<file path="src/rtl/mexp_pkg.sv">
// ----------------------------------------------------------------------------
// Modular exponentiation package
// Shared constants for the modular exponentiation block.
// ----------------------------------------------------------------------------
`default_nettype none

package mexp_pkg;

   // Width of every port field.
   localparam int FIELD_WIDTH = 32;

   // Default number of low field bits that take part in the computation.
   localparam int OPERAND_WIDTH_DEFAULT = 32;

endpackage

`default_nettype wire

</file>
<file path="src/rtl/modular_exponentiation.sv">
// ----------------------------------------------------------------------------
// Modular exponentiation, right to left binary method
// Computes base ** exponent mod modulus with bit-serial modular multipliers.
//
// Usage:
//   Drive req_base, req_exponent and req_modulus and raise start. The item
//   is transferred at a rising edge where start is high and busy is low.
//   busy stays high while the item is worked on. The result appears on
//   rsp_power_result, marked by rsp_valid, which is high for exactly one
//   cycle; the receiver cannot stall, so it must take the result in that
//   cycle. Only the low OPERAND_WIDTH bits of each field are used.
//
// Operation:
//   The base is first reduced by the modulus, one bit per cycle. Each
//   exponent bit up to the highest set one is then handled by a square and
//   a multiply that run side by side, each consuming one multiplier bit
//   per cycle. rsp_valid rises and busy falls at the same edge; the result
//   and the next item can transfer at the edge after that. No new item is
//   taken until the last is done. A zero modulus answers 0 in the next
//   cycle and leaves busy low.
// Reset clears the control state; no item is in flight afterwards.
// ----------------------------------------------------------------------------
`default_nettype none

module modular_exponentiation #(
   parameter int OPERAND_WIDTH = mexp_pkg::OPERAND_WIDTH_DEFAULT
) (
   input  wire logic                             clock,
   input  wire logic                             reset,
   input  wire logic                             start,
   output logic                                  busy,
   input  wire logic [mexp_pkg::FIELD_WIDTH-1:0] req_base,
   input  wire logic [mexp_pkg::FIELD_WIDTH-1:0] req_exponent,
   input  wire logic [mexp_pkg::FIELD_WIDTH-1:0] req_modulus,
   output logic                                  rsp_valid,
   output logic [mexp_pkg::FIELD_WIDTH-1:0]      rsp_power_result
);

   localparam int W     = OPERAND_WIDTH;
   localparam int FW    = mexp_pkg::FIELD_WIDTH;
   localparam int CNT_W = $clog2(W);

   localparam logic [W-1:0]     ONE      = W'(1);
   localparam logic [CNT_W-1:0] CNT_ONE  = CNT_W'(1);
   localparam logic [CNT_W-1:0] CNT_LAST = CNT_W'(W - 1);

   typedef enum logic [2:0] {
      ST_IDLE   = 3'b001,
      ST_REDUCE = 3'b010,
      ST_MUL    = 3'b100
   } state_type;

   // One step of interleaved modular multiplication: (2p + bit * addend) mod m,
   // valid for p < m and addend <= m.
   function automatic logic [W-1:0] mod_step(input logic [W-1:0] p,
                                             input logic [W-1:0] addend,
                                             input logic         bit_in,
                                             input logic [W-1:0] m);
      logic [W+1:0] t;
      logic [W+1:0] m1;
      logic [W+1:0] m2;
      logic [W+1:0] r;
      begin
         t  = {1'b0, p, 1'b0} + (bit_in ? {2'b00, addend} : {(W+2){1'b0}});
         m1 = {2'b00, m};
         m2 = {1'b0, m, 1'b0};
         if (t >= m2) begin
            r = t - m2;
         end else if (t >= m1) begin
            r = t - m1;
         end else begin
            r = t;
         end
         return r[W-1:0];
      end
   endfunction

   state_type        state_ff, state_in;
   logic [CNT_W-1:0] cnt_ff, cnt_in;
   logic [W-1:0]     sh_ff, sh_in;
   logic [W-1:0]     e_ff, e_in;
   logic [W-1:0]     m_ff, m_in;
   logic [W-1:0]     b_ff, b_in;
   logic [W-1:0]     acc_ff, acc_in;
   logic [W-1:0]     pa_ff, pa_in;
   logic [W-1:0]     ps_ff, ps_in;
   logic             rsp_valid_ff, rsp_valid_in;
   logic [FW-1:0]    rsp_result_ff, rsp_result_in;

   logic [W-1:0]     sq_add;
   logic [W-1:0]     step_acc;
   logic [W-1:0]     step_sq;
   logic [W-1:0]     acc_next;
   logic [W-1:0]     e_next;

   assign sq_add   = (state_ff == ST_REDUCE) ? ONE : b_ff;
   assign step_acc = mod_step(pa_ff, acc_ff, sh_ff[W-1], m_ff);
   assign step_sq  = mod_step(ps_ff, sq_add, sh_ff[W-1], m_ff);
   assign acc_next = e_ff[0] ? step_acc : acc_ff;
   assign e_next   = e_ff >> 1;

   always_comb begin
      state_in      = state_ff;
      cnt_in        = cnt_ff;
      sh_in         = sh_ff;
      e_in          = e_ff;
      m_in          = m_ff;
      b_in          = b_ff;
      acc_in        = acc_ff;
      pa_in         = pa_ff;
      ps_in         = ps_ff;
      rsp_valid_in  = 1'b0;
      rsp_result_in = rsp_result_ff;

      unique case (state_ff)
         ST_IDLE: begin
            if (start) begin
               sh_in  = req_base[W-1:0];
               e_in   = req_exponent[W-1:0];
               m_in   = req_modulus[W-1:0];
               ps_in  = '0;
               cnt_in = CNT_LAST;
               if (req_modulus[W-1:0] == '0) begin
                  rsp_valid_in  = 1'b1;
                  rsp_result_in = '0;
               end else begin
                  state_in = ST_REDUCE;
               end
            end
         end
         ST_REDUCE: begin
            ps_in  = step_sq;
            sh_in  = sh_ff << 1;
            cnt_in = cnt_ff - CNT_ONE;
            if (cnt_ff == '0) begin
               b_in   = step_sq;
               acc_in = ONE;
               sh_in  = step_sq;
               pa_in  = '0;
               ps_in  = '0;
               cnt_in = CNT_LAST;
               if (e_ff == '0) begin
                  rsp_valid_in  = 1'b1;
                  rsp_result_in = FW'(ONE);
                  state_in      = ST_IDLE;
               end else begin
                  state_in = ST_MUL;
               end
            end
         end
         ST_MUL: begin
            pa_in  = step_acc;
            ps_in  = step_sq;
            sh_in  = sh_ff << 1;
            cnt_in = cnt_ff - CNT_ONE;
            if (cnt_ff == '0) begin
               acc_in = acc_next;
               b_in   = step_sq;
               e_in   = e_next;
               sh_in  = step_sq;
               pa_in  = '0;
               ps_in  = '0;
               cnt_in = CNT_LAST;
               if (e_next == '0) begin
                  rsp_valid_in  = 1'b1;
                  rsp_result_in = FW'(acc_next);
                  state_in      = ST_IDLE;
               end
            end
         end
         default: begin
            state_in = ST_IDLE;
         end
      endcase
   end

   always_ff @(posedge clock) begin
      if (reset) begin
         state_ff     <= ST_IDLE;
         rsp_valid_ff <= 1'b0;
      end else begin
         state_ff     <= state_in;
         rsp_valid_ff <= rsp_valid_in;
      end
   end

   always_ff @(posedge clock) begin
      cnt_ff        <= cnt_in;
      sh_ff         <= sh_in;
      e_ff          <= e_in;
      m_ff          <= m_in;
      b_ff          <= b_in;
      acc_ff        <= acc_in;
      pa_ff         <= pa_in;
      ps_ff         <= ps_in;
      rsp_result_ff <= rsp_result_in;
   end

   assign busy             = (state_ff != ST_IDLE);
   assign rsp_valid        = rsp_valid_ff;
   assign rsp_power_result = rsp_result_ff;

endmodule

`default_nettype wire
</file>
<file path="config.mk">
export PLATFORM = sky130hd
export DESIGN_NAME = modular_exponentiation
export DESIGN_NICKNAME = d
export VERILOG_FILES = /design/src/rtl/mexp_pkg.sv /design/src/rtl/modular_exponentiation.sv
export SDC_FILE = /design/constraint.sdc
export NUM_CORES = 1
export LEC_CHECK = 0
export BUFFER_PORTS_ARGS = -buffer_cell sky130_fd_sc_hd__buf_2
export CORE_MARGIN = 10
export CORE_UTILIZATION = 63
export DETAILED_ROUTE_END_ITERATION = 12
export GPL_TIMING_DRIVEN = 1
export HOLD_SLACK_MARGIN = 0.05
export PLACE_DENSITY_LB_ADDON = 0.1
export SYNTH_ARGS = -nofsm -noshare
export SYNTH_HDL_FRONTEND = slang
export SYNTH_SLANG_ARGS = --single-unit
</file>
<file path="constraint.sdc">
create_clock -name clock -period 6.89 [get_ports clock]
set_input_delay 0.689 -clock clock [delete_from_list [all_inputs] [get_ports clock]]
set_output_delay 0.689 -clock clock [all_outputs]
set_load 0.05 [all_outputs]
</file>
# Yosys cells after proc, flatten, opt, wreduce, memory -nomap -nowiden

Index checks and enable logic that the tools add are counted.

Logic and storage cells: 97
Register bits: 265
Bits of input ports: 99

Reductions and logical operators: 17
Equality and inequality tests: 11
Add/subtract/negate cells: 7
Magnitude comparators: 4
Multiplexer cells: 47

Operators with widths:

| operator                                          | number |
|---|---|
| two-way mux 32 bit                                | 24 |
| one-hot mux 32 bit (2 select lines)               | 5 |
| subtractor 32 bit                                 | 4 |
| zero test 32 bit                                  | 3 |
| one-hot mux 32 bit (3 select lines)               | 1 |
| adder 33 x 32 -> 34 bit                           | 2 |
| >= comparator 34 x 32 -> 1 bit                    | 2 |
| >= comparator 34 x 33 -> 1 bit                    | 2 |
| two-way mux 3 bit                                 | 6 |
| two-way mux 5 bit                                 | 2 |
| != test 2 bit (second input constant)             | 5 |
| one-hot mux 5 bit (2 select lines)                | 1 |
| one-hot mux 3 bit (3 select lines)                | 1 |
| AND reduction 2 bit                               | 4 |
| AND reduction 7 bit                               | 1 |
| two-way mux 1 bit                                 | 6 |
| AND reduction 3 bit                               | 2 |
| nonzero test 2 bit                                | 3 |
| zero test 5 bit                                   | 1 |
| AND reduction 5 bit                               | 1 |
| subtractor 5 x 1 -> 5 bit (second input constant) | 1 |
| != test 2 x 1 -> 1 bit (second input constant)    | 2 |
| == test 3 x 1 -> 1 bit (second input constant)    | 1 |
| == test 3 x 2 -> 1 bit (second input constant)    | 1 |
| other kinds (5)                                   | 5 |

# Depth between registers and ports, before layout

Gate-level depths: netlist of the first run.

Word-level depth: 9
Depth in mapped cells: 30
Mapped depth without buffers: 26

# Worst setup path after synthesis of the first run

OpenSTA, ideal clock, no wires.

Kind: register -> register
Start: reg state_ff[0]
End: reg sh_ff[29] (data pin)
Cell stages (with the launch flop): 26
Library setup time: 0.258 ns
Path slack: 0.919 ns
Data arrival time: 5.713 ns
Data required time: 6.632 ns
Path through: dfxtp_1 nor2_1 nand2_1 clkbuf_1 and3_1 ha_1 a211o_1 a21o_1 o21a_1 a221o_1 o31a_1 nand4_1 nand2_1 xor2_1 ha_1 and2_1 a2111oi_0 a21oi_1 a221oi_1 o311a_1 o21bai_1 or4_4 buf_6 buf_6 mux2_4 o221a_1

Longest elaborated chain between the ends: 9
Elaborated cells on any way between the ends: 15

Ends and longest elaborated chain:

| element                                                             | line                                                         | text |
|---|---|---|
| start: declaration                                                  | modular_exponentiation.sv:78                                 | `state_type state_ff, state_in;` |
| start signal: assignment                                            | modular_exponentiation.sv:182                                | `state_ff <= state_in;` |
| == test 3 x 2 -> 1 bit                                              | modular_exponentiation.sv:96, modular_exponentiation.sv:115  |  |
| two-way mux 32 bit                                                  | modular_exponentiation.sv:96                                 | `assign sq_add = (state_ff == ST_REDUCE) ? ONE : b_ff;` |
| two-way mux 32 bit                                                  | modular_exponentiation.sv:64                                 | `t = {1'b0, p, 1'b0} + (bit_in ? {2'b00, addend} : {(W+2){1'b0}});` |
| adder 33 x 32 -> 34 bit                                             | modular_exponentiation.sv:64                                 |  |
| subtractor 32 bit or >= comparator 34 x 32 -> 1 bit (tied branches) | modular_exponentiation.sv:70, modular_exponentiation.sv:69   |  |
| two-way mux 32 bit                                                  | modular_exponentiation.sv:69                                 | `end else if (t >= m1) begin` |
| two-way mux 32 bit                                                  | modular_exponentiation.sv:67                                 | `if (t >= m2) begin` |
| two-way mux 32 bit                                                  | modular_exponentiation.sv:135, modular_exponentiation.sv:156 |  |
| one-hot mux 32 bit (2 select lines) *                               | modular_exponentiation.sv:115                                | `unique case (state_ff)` |
| net sh_in[29]                                                       | modular_exponentiation.sv:80                                 | `logic [W-1:0] sh_ff, sh_in;` |
| end signal: assignment                                              | modular_exponentiation.sv:189                                | `sh_ff <= sh_in;` |
| end: declaration                                                    | modular_exponentiation.sv:80                                 |  |

Mark *: on every way through the listed nets, which the timed path passes. The rest lies on a longest branch.
A chain may end at the register's enable or synchronous reset.

# Worst setup path after layout of the first run

Start: reg sh_ff[31]
End: reg rsp_result_ff[0], in the netlist rsp_power_result[0] (data pin)

Longest elaborated chain between the ends: 9
Elaborated cells on any way between the ends: 12

Ends and longest elaborated chain:

| element                                                             | line                                                       | text |
|---|---|---|
| two-way mux 32 bit *                                                | modular_exponentiation.sv:64                               |  |
| adder 33 x 32 -> 34 bit *                                           | modular_exponentiation.sv:64                               |  |
| subtractor 32 bit or >= comparator 34 x 32 -> 1 bit (tied branches) | modular_exponentiation.sv:70, modular_exponentiation.sv:69 |  |
| two-way mux 32 bit                                                  | modular_exponentiation.sv:69                               |  |
| two-way mux 32 bit *                                                | modular_exponentiation.sv:67                               |  |
| two-way mux 32 bit *                                                | modular_exponentiation.sv:99                               | `assign acc_next = e_ff[0] ? step_acc : acc_ff;` |
| two-way mux 32 bit *                                                | modular_exponentiation.sv:164                              | `if (e_next == '0) begin` |
| two-way mux 32 bit *                                                | modular_exponentiation.sv:156                              | `if (cnt_ff == '0) begin` |
| one-hot mux 32 bit (3 select lines) *                               | modular_exponentiation.sv:115                              |  |
| net rsp_result_in[0]                                                | modular_exponentiation.sv:88                               | `logic [FW-1:0] rsp_result_ff, rsp_result_in;` |
| end signal: assignment                                              | modular_exponentiation.sv:196                              | `rsp_result_ff <= rsp_result_in;` |
| end: declaration                                                    | modular_exponentiation.sv:88                               |  |

Mark *: on every way through the listed nets, which the timed path passes. The rest lies on a longest branch. The select of a mux whose other input is x is not followed.

==> flow_metrics.py, run 1 <==
metrics = {
    "die": {
        "die_y_um": 206,
        "die_w_um": 206,
        "rows": 68,
        "ios": 133,
        "die_area_um2": 42500,
        "design.core.area_um2": 34400,
        "start_util_pct": 63.5,
    },
    "clock_tree": {
        "htree_levels": 1,
        "root_buffer": "clkbuf_16",
        "clock_path_buffers": 3,
        "cts_buffers": 29,
        "cts_sinks": 265,
        "clk_latency_ps": 580,
        "cts_tree": "done",
        "hold_buffers": 0,
        "clk_pin_slew_ps": 60,
    },
    "synthesis": {
        "netlist_area_um2": 21800,
        "synth-edff-count": 261,
        "synth_area_leaders": "edfxtp_1, ha_1, a21oi_1, nand2_1, xnor2_1",
        "ys_warn_count": 0,
        "ys.flop_type": "edfxtp_1",
        "synth.avg_cell_area_um2": 8.94,
        "netlist_top_cells_count": "nand2_1, edfxtp_1, a21oi_1, ha_1, nor2_1",
        "yosysUniqueCellTypes": 93,
        "syn_inst": 2443,
        "yosysTopAreaCellShare_pct": 35.9,
        "yosysMostFrequentCell": "nand2_1",
        "synth_nets": 2739,
        "synth.yosys.seq_area_share_pct": 36.3,
        "synth-seq-cells": 265,
        "async_flop_share_pct": 0,
        "yosysTopAreaCell": "edfxtp_1",
    },
    "final_layout": {
        "nets": 2896,
        "synthToLayoutAreaGrowth_pct": 11.8,
        "drive_above_1_share_pct": 11.8,
        "stdcell_area_um2": 24400,
        "nFillCells": 2687,
        "final_util_pct": 71.1,
        "diodes": 0,
        "fin_cells": 3074,
    },
    "status": {
        "status": "finished clean",
    },
    "route": {
        "drc": 0,
        "vias_per_cell": 6.49,
        "avgRoutedWirePerCell_um": 21.7,
        "first_pass_iters": 6,
        "via_count": 20000,
        "wl_um": 66600,
        "drtAntennaViolNets": 0,
        "first_iter_violations": 1938,
    },
    "critical_path": {
        "cpMostUsedCell": "buf_4",
        "crit_required_ps": 7180,
        "cp-start-kind": "flip-flop",
        "cp_slowest_cell": "edfxtp_1",
        "crit_fanout": 16,
        "worstSetupPathType": "reg2reg",
        "cpPeakStageDelay_ps": 410,
        "end_kind": "flip-flop",
        "cp_data_arrival_time_ps": 6840,
    },
    "placed_design": {
        "io_buffers": 132,
        "place_inst": 3019,
        "place_congestion": 0.993,
        "placed_area_um2": 23400,
        "hpwl_um": 51000,
    },
    "grt": {
        "grt_pass1_wl_um": 104000,
        "antenna_found_initial": 2,
        "grt_pass1_vias": 19400,
        "grt_overflow": 0,
        "grt_max_degree": 70,
        "grt.total_usage_pct": 30.6,
    },
    "pwr": {
        "p_total_mw": 9.58,
        "pwr-share-clk_pct": 16.4,
        "power_switching_mw": 4.33,
        "power.density_nw_per_um2": 392,
        "p_leak_nw": 10.2,
        "cellInternalPower_mw": 5.25,
        "power.switching_fraction_pct": 45.2,
        "ir_drop_mv": 0.248,
        "combPwrFrac_pct": 62.2,
        "pwr-share-seq_pct": 21.5,
    },
    "sta": {
        "timing.final.crit_period_ps": 6550,
        "hold_viol_final": 0,
        "drv_slew": 0,
        "fin_skew_ps": 20.9,
        "grt_setup_unrepaired": "false",
        "max_freq_ghz": 0.153,
        "max_slew_margin_pct": 17.6,
        "setup_tns_ps": 0,
        "tightest_slew_ps": 1220,
        "timing.final.crit_share_pct": 95.0,
        "setup_viol": 0,
    },
    "worst_hold_path": {
        "hold_class": "in2reg",
    },
    "run": {
        "drv_cap": 0,
    },
}
area by class of cell:
class	instances	area, um^2	share of cell area [%]
clock inverter	15	180	0.738
sequential	265	7920	32.4
clock buffer	35	748	3.06
multi-input combinational	1976	13200	54.0
timing repair buffer	220	1410	5.79
tap	455	569	2.33
inverter	108	405	1.66
through the flow:
step,hold WS [ps],setup WS (ps)
3_3_place_gp,465,307
6_report,308,345
2_1_floorplan,450,919
4_1_cts,291,25.3
3_5_place_dp,479,103
5_1_grt,305,18.0
state kept, by name, summed over array words and instances (netlist names):
signal            cells
m_ff                 32
ps_ff                32
rsp_valid             1
pa_ff                32
b_ff                 32
state_ff              3
e_ff                 32
acc_ff               32
rsp_power_result     32
cnt_ff                5
sh_ff                32
routing by layer:
| metal | wire length [um] | track usage, % | vias up | share of wire, % |
|---|---|---|---|---|
| met1 | 28000 | 40.6 | 9473 | 42 |
| met4 | 2380 | 11.4 | 2 | 3.6 |
| met2 | 31100 | 49.9 | 909 | 47 |
| met3 | 5160 | 4.34 | 154 | 7.7 |
| li1 | - | - | 9414 | - |
| met5 | 17 | 0 | - | 0.026 |
final timing paths:
kind / to / startpoint / slack [ps] / cells past startpoint
setup / recovery: rsp_power_result[0] / sh_ff[31] / 340 / 27
hold / removal: m_ff[3] / req_modulus[3] / 310 / 1
setup reg to reg: rsp_power_result[0] / sh_ff[31] / 340 / 27
hold reg to reg: state_ff[1] / state_ff[2] / 510 / 1
kinds of logic (layout without fill, tap and decap cells):
| group | Yosys count | in the layout | synth area share, % |
|---|---|---|---|
| AOI/OAI and AO/OA | 769 | 769 | 22.5 |
| xor gates and xnor gates | 153 | 153 | 6.14 |
| adders and majority gates | 197 | 197 | 11.5 |
| buffers and inverters | 202 | 378 | 3.71 |
| DFF | 265 | 265 | 36.3 |
| muxes | 45 | 45 | 2.14 |
| and+or+nand+nor | 812 | 812 | 17.7 |
placed cells by master (no fill, tap or decap), types with 32 or more instances in the layout:
cell type	instances
a211oi_1	32
a21o_1	84
a21oi_1	244
and2_1	71
and3_1	49
buf_2	132
buf_4	81
edfxtp_1	261
ha_1	191
inv_1	106
mux2i_1	37
nand2_1	286
nand3_1	50
nor2_1	175
nor3_1	36
o211ai_1	35
o21a_1	32
o21ai_0	140
xnor2_1	99
xor2_1	54
critical path, delay by kind of cell (launching register included):
| kind | cells | cell delay [ps] |
|---|---|---|
| AO/OA/AOI/OAI | 12 | 2810 |
| XOR/XNOR | 1 | 290 |
| adder cells (fa/ha/maj) | 2 | 720 |
| buffers and inverters | 6 | 1040 |
| flip-flops | 1 | 410 |
| AND/OR/NAND/NOR | 6 | 1000 |
power groups by stage:
stage,logic [mW],registers [mW],clock network [mW]
floorplan,4.12,2.10,0
global placement,5.62,2.09,0
detailed placement,5.73,2.09,0
CTS,5.78,2.06,1.58
global route,6.46,2.07,1.64
finish,5.96,2.06,1.57
repair_timing:
action                     4_1_cts  5_1_grt
setup endpoints to repair        0      188
gates resized for setup          0       11
setup buffers                    0        4
No activity file was read; power rests on OpenSTA's default activity.
==> inputs of run 2 (changes only) <==
--- a/config.mk
+++ b/config.mk
@@ -12,6 +12,7 @@
 export GPL_TIMING_DRIVEN = 1
 export HOLD_SLACK_MARGIN = 0.05
 export PLACE_DENSITY_LB_ADDON = 0.1
+export RECOVER_POWER = 25
 export SYNTH_ARGS = -nofsm -noshare
 export SYNTH_HDL_FRONTEND = slang
 export SYNTH_SLANG_ARGS = --single-unit
==> constraint.sdc (replaced) <==
create_clock -name clock -period 7.2 [get_ports clock]
set_input_delay 0.72 -clock clock [delete_from_list [all_inputs] [get_ports clock]]
set_output_delay 0.72 -clock clock [all_outputs]
set_load 0.05 [all_outputs]
==> run 2 against run 1 <==
The flow now finishes with violations (capacitance limit, slew limit). Maximum frequency fell by 4.8%. Critical path depth fell by 5. Combinational power fell by 7.2%. Sequential share of layout area rose by 0.67 points. Largest power group unchanged.
==> flow_metrics.py, run 2 (same netlist as run 1, synthesis figures left out) <==
metrics = {
    "critical_path": {
        "r2r_slack_ps": 330,
        "crit_fanout": 14,
        "r2r-start": "state_ff[0]",
        "crit_required_ps": 7500,
        "cp_cell_sequence": "nor2_2, nand2_4, and3_1, ha_1, a211o_1, or3_1, o221ai_2, o21ai_1, a221o_1, a21oi_1, xnor2_1, ha_1, and2_1, a2111oi_1, a21oi_1, a221oi_2, o311a_1, o21bai_1, or4_4, nand2_1, o211ai_1, a21o_1",
        "worstSetupPathType": "reg2reg",
        "crit_family": "compound AO/OA/AOI/OAI gates",
        "cp_data_arrival_time_ps": 7170,
        "cp_slowest_cell": "or4_4",
        "ff2ff_path_depth": 22,
        "critPathBufInv": 0,
        "end_kind": "flip-flop",
        "cpPeakStageDelay_ps": 690,
        "reg2reg_to": "sh_ff[31]",
        "cp-start-kind": "flip-flop",
    },
    "pwr": {
        "ir_drop_mv": 0.253,
        "pwr-share-clk_pct": 15.8,
        "power.density_nw_per_um2": 373,
        "combPwrFrac_pct": 62.0,
        "power.switching_fraction_pct": 46.0,
        "pwr-share-seq_pct": 22.2,
        "cellInternalPower_mw": 4.81,
        "power_switching_mw": 4.11,
        "p_total_mw": 8.92,
        "p_leak_nw": 9.76,
    },
    "worst_hold_path": {
        "hold_class": "in2reg",
        "min_path_cells": 1,
        "hp-start": "req_modulus[26]",
        "hold_path_end": "m_ff[26]",
    },
    "route": {
        "drtAntennaViolNets": 0,
        "wl_um": 65500,
        "drc": 0,
        "via_count": 19700,
        "first_pass_iters": 6,
        "avgRoutedWirePerCell_um": 21.6,
        "first_iter_violations": 2040,
        "vias_per_cell": 6.48,
    },
    "placed_design": {
        "place_congestion": 1.00,
        "hpwl_um": 49600,
        "place_inst": 2974,
        "placed_area_um2": 23000,
        "io_buffers": 132,
    },
    "clock_tree": {
        "cts_buffers": 28,
        "clk_pin_slew_ps": 60,
        "cts_tree": "done",
        "cts_sinks": 265,
        "clock_path_buffers": 3,
        "clk_latency_ps": 570,
        "root_buffer": "clkbuf_16",
        "htree_levels": 1,
        "hold_buffers": 0,
    },
    "sta": {
        "timing.final.crit_share_pct": 95.5,
        "fin_skew_ps": 26.2,
        "timing.final.crit_period_ps": 6870,
        "hold_viol_final": 0,
        "max_freq_ghz": 0.146,
        "tightest_slew_ps": 4030,
        "drv_slew": 170,
        "setup_viol": 0,
        "max_slew_margin_pct": -168,
    },
    "grt": {
        "grt_pass1_vias": 19100,
        "grt_max_degree": 70,
        "antenna_found_initial": 0,
        "grt_overflow": 0,
        "grt_pass1_wl_um": 102000,
        "grt.total_usage_pct": 30.0,
    },
    "run": {
        "drv_cap": 4,
    },
    "die": {
        "die_y_um": 206,
        "rows": 68,
        "die_area_um2": 42500,
        "die_w_um": 206,
        "design.core.area_um2": 34400,
        "ios": 133,
        "start_util_pct": 63.5,
    },
    "final_layout": {
        "fin_cells": 3033,
        "diodes": 0,
        "multiInputGateArea_um2": 13200,
        "synthToLayoutAreaGrowth_pct": 9.58,
        "layout_commonest_cell": "nand2_1",
        "final_cell_mix": "nand2_1, edfxtp_1, a21oi_1, ha_1, nor2_1",
        "nets": 2855,
        "drive_above_1_share_pct": 7.41,
        "regArea_um2": 7920,
        "nFillCells": 2719,
        "stdcell_area_um2": 23900,
    },
    "status": {
        "violations": "capacitance limit, slew limit",
        "status": "finished with violations",
    },
}
## run 2: cell types whose count changed in the layout (fill, tap and decap cells not counted), moves of 3 or more
cell / before / now
clkbuf_1: 6 / 74
buf_2: 132 / 68
buf_4: 81 / 36
clkinv_1: 5 / 8
o21ai_0: 140 / 137
o21ai_1: 15 / 18
or4_4: 1 / 4
## run 2: worst max-delay path by stage
stage	end	cells after the start	from
after global routing	pa_ff[28]	25	sh_ff[31]
after global placement	sh_ff[31]	23	state_ff[0]
after CTS	sh_ff[31]	23	state_ff[0]
after floorplan	sh_ff[29]	25	state_ff[0]
final	sh_ff[31]	22	state_ff[0]
after detailed placement	sh_ff[31]	23	state_ff[0]
## run 2: what timing repair did
action                     4_1_cts  5_1_grt
buffers inserted                 0        6
gates resized for setup          0       14
setup endpoints to repair        0      169
hold endpoints to repair         0        0
## run 2: power groups by stage
stage	clock [mW]	sequential, mW	combinational (mW)
finish	1.41	1.98	5.53
global placement	0	2.00	5.22
floorplan	0	2.01	3.94
detailed placement	0	2.00	5.30
global route	1.47	1.99	6.02
CTS	1.42	1.97	5.35
## run 2: cell type report
cell class | count | area share (%)
repair buffers | 176 | 3.95
clock inverters | 13 | 0.476
multi-input cells | 1980 | 55.3
flip-flops and latches | 265 | 33.1
well taps | 455 | 2.38
inverters | 108 | 1.69
clock buffers | 36 | 3.14
## run 2: routing by layer
metal	up-vias	global-route usage (%)	part of all wire, %
met3	127	4.33	8.3
met1	9333	40.0	42
met2	863	48.8	47
li1	9328	-	-
met4	0	10.6	2.9
met5	-	0	0
## run 2: per-stage QoR
| step | hold WS (ps) | TNS, ps | worst slack (ps) | utilization, % |
|---|---|---|---|---|
| 2_1_floorplan | 450 | 0 | 1230 | - |
| 3_3_place_gp | 465 | 0 | 358 | 67.0 |
| 3_5_place_dp | 481 | 0 | 145 | 67.0 |
| 4_1_cts | 326 | 0 | 133 | 69.5 |
| 5_1_grt | 339 | -47.2 | -23.3 | 69.6 |
| 6_report | 341 | 0 | 327 | 69.6 |
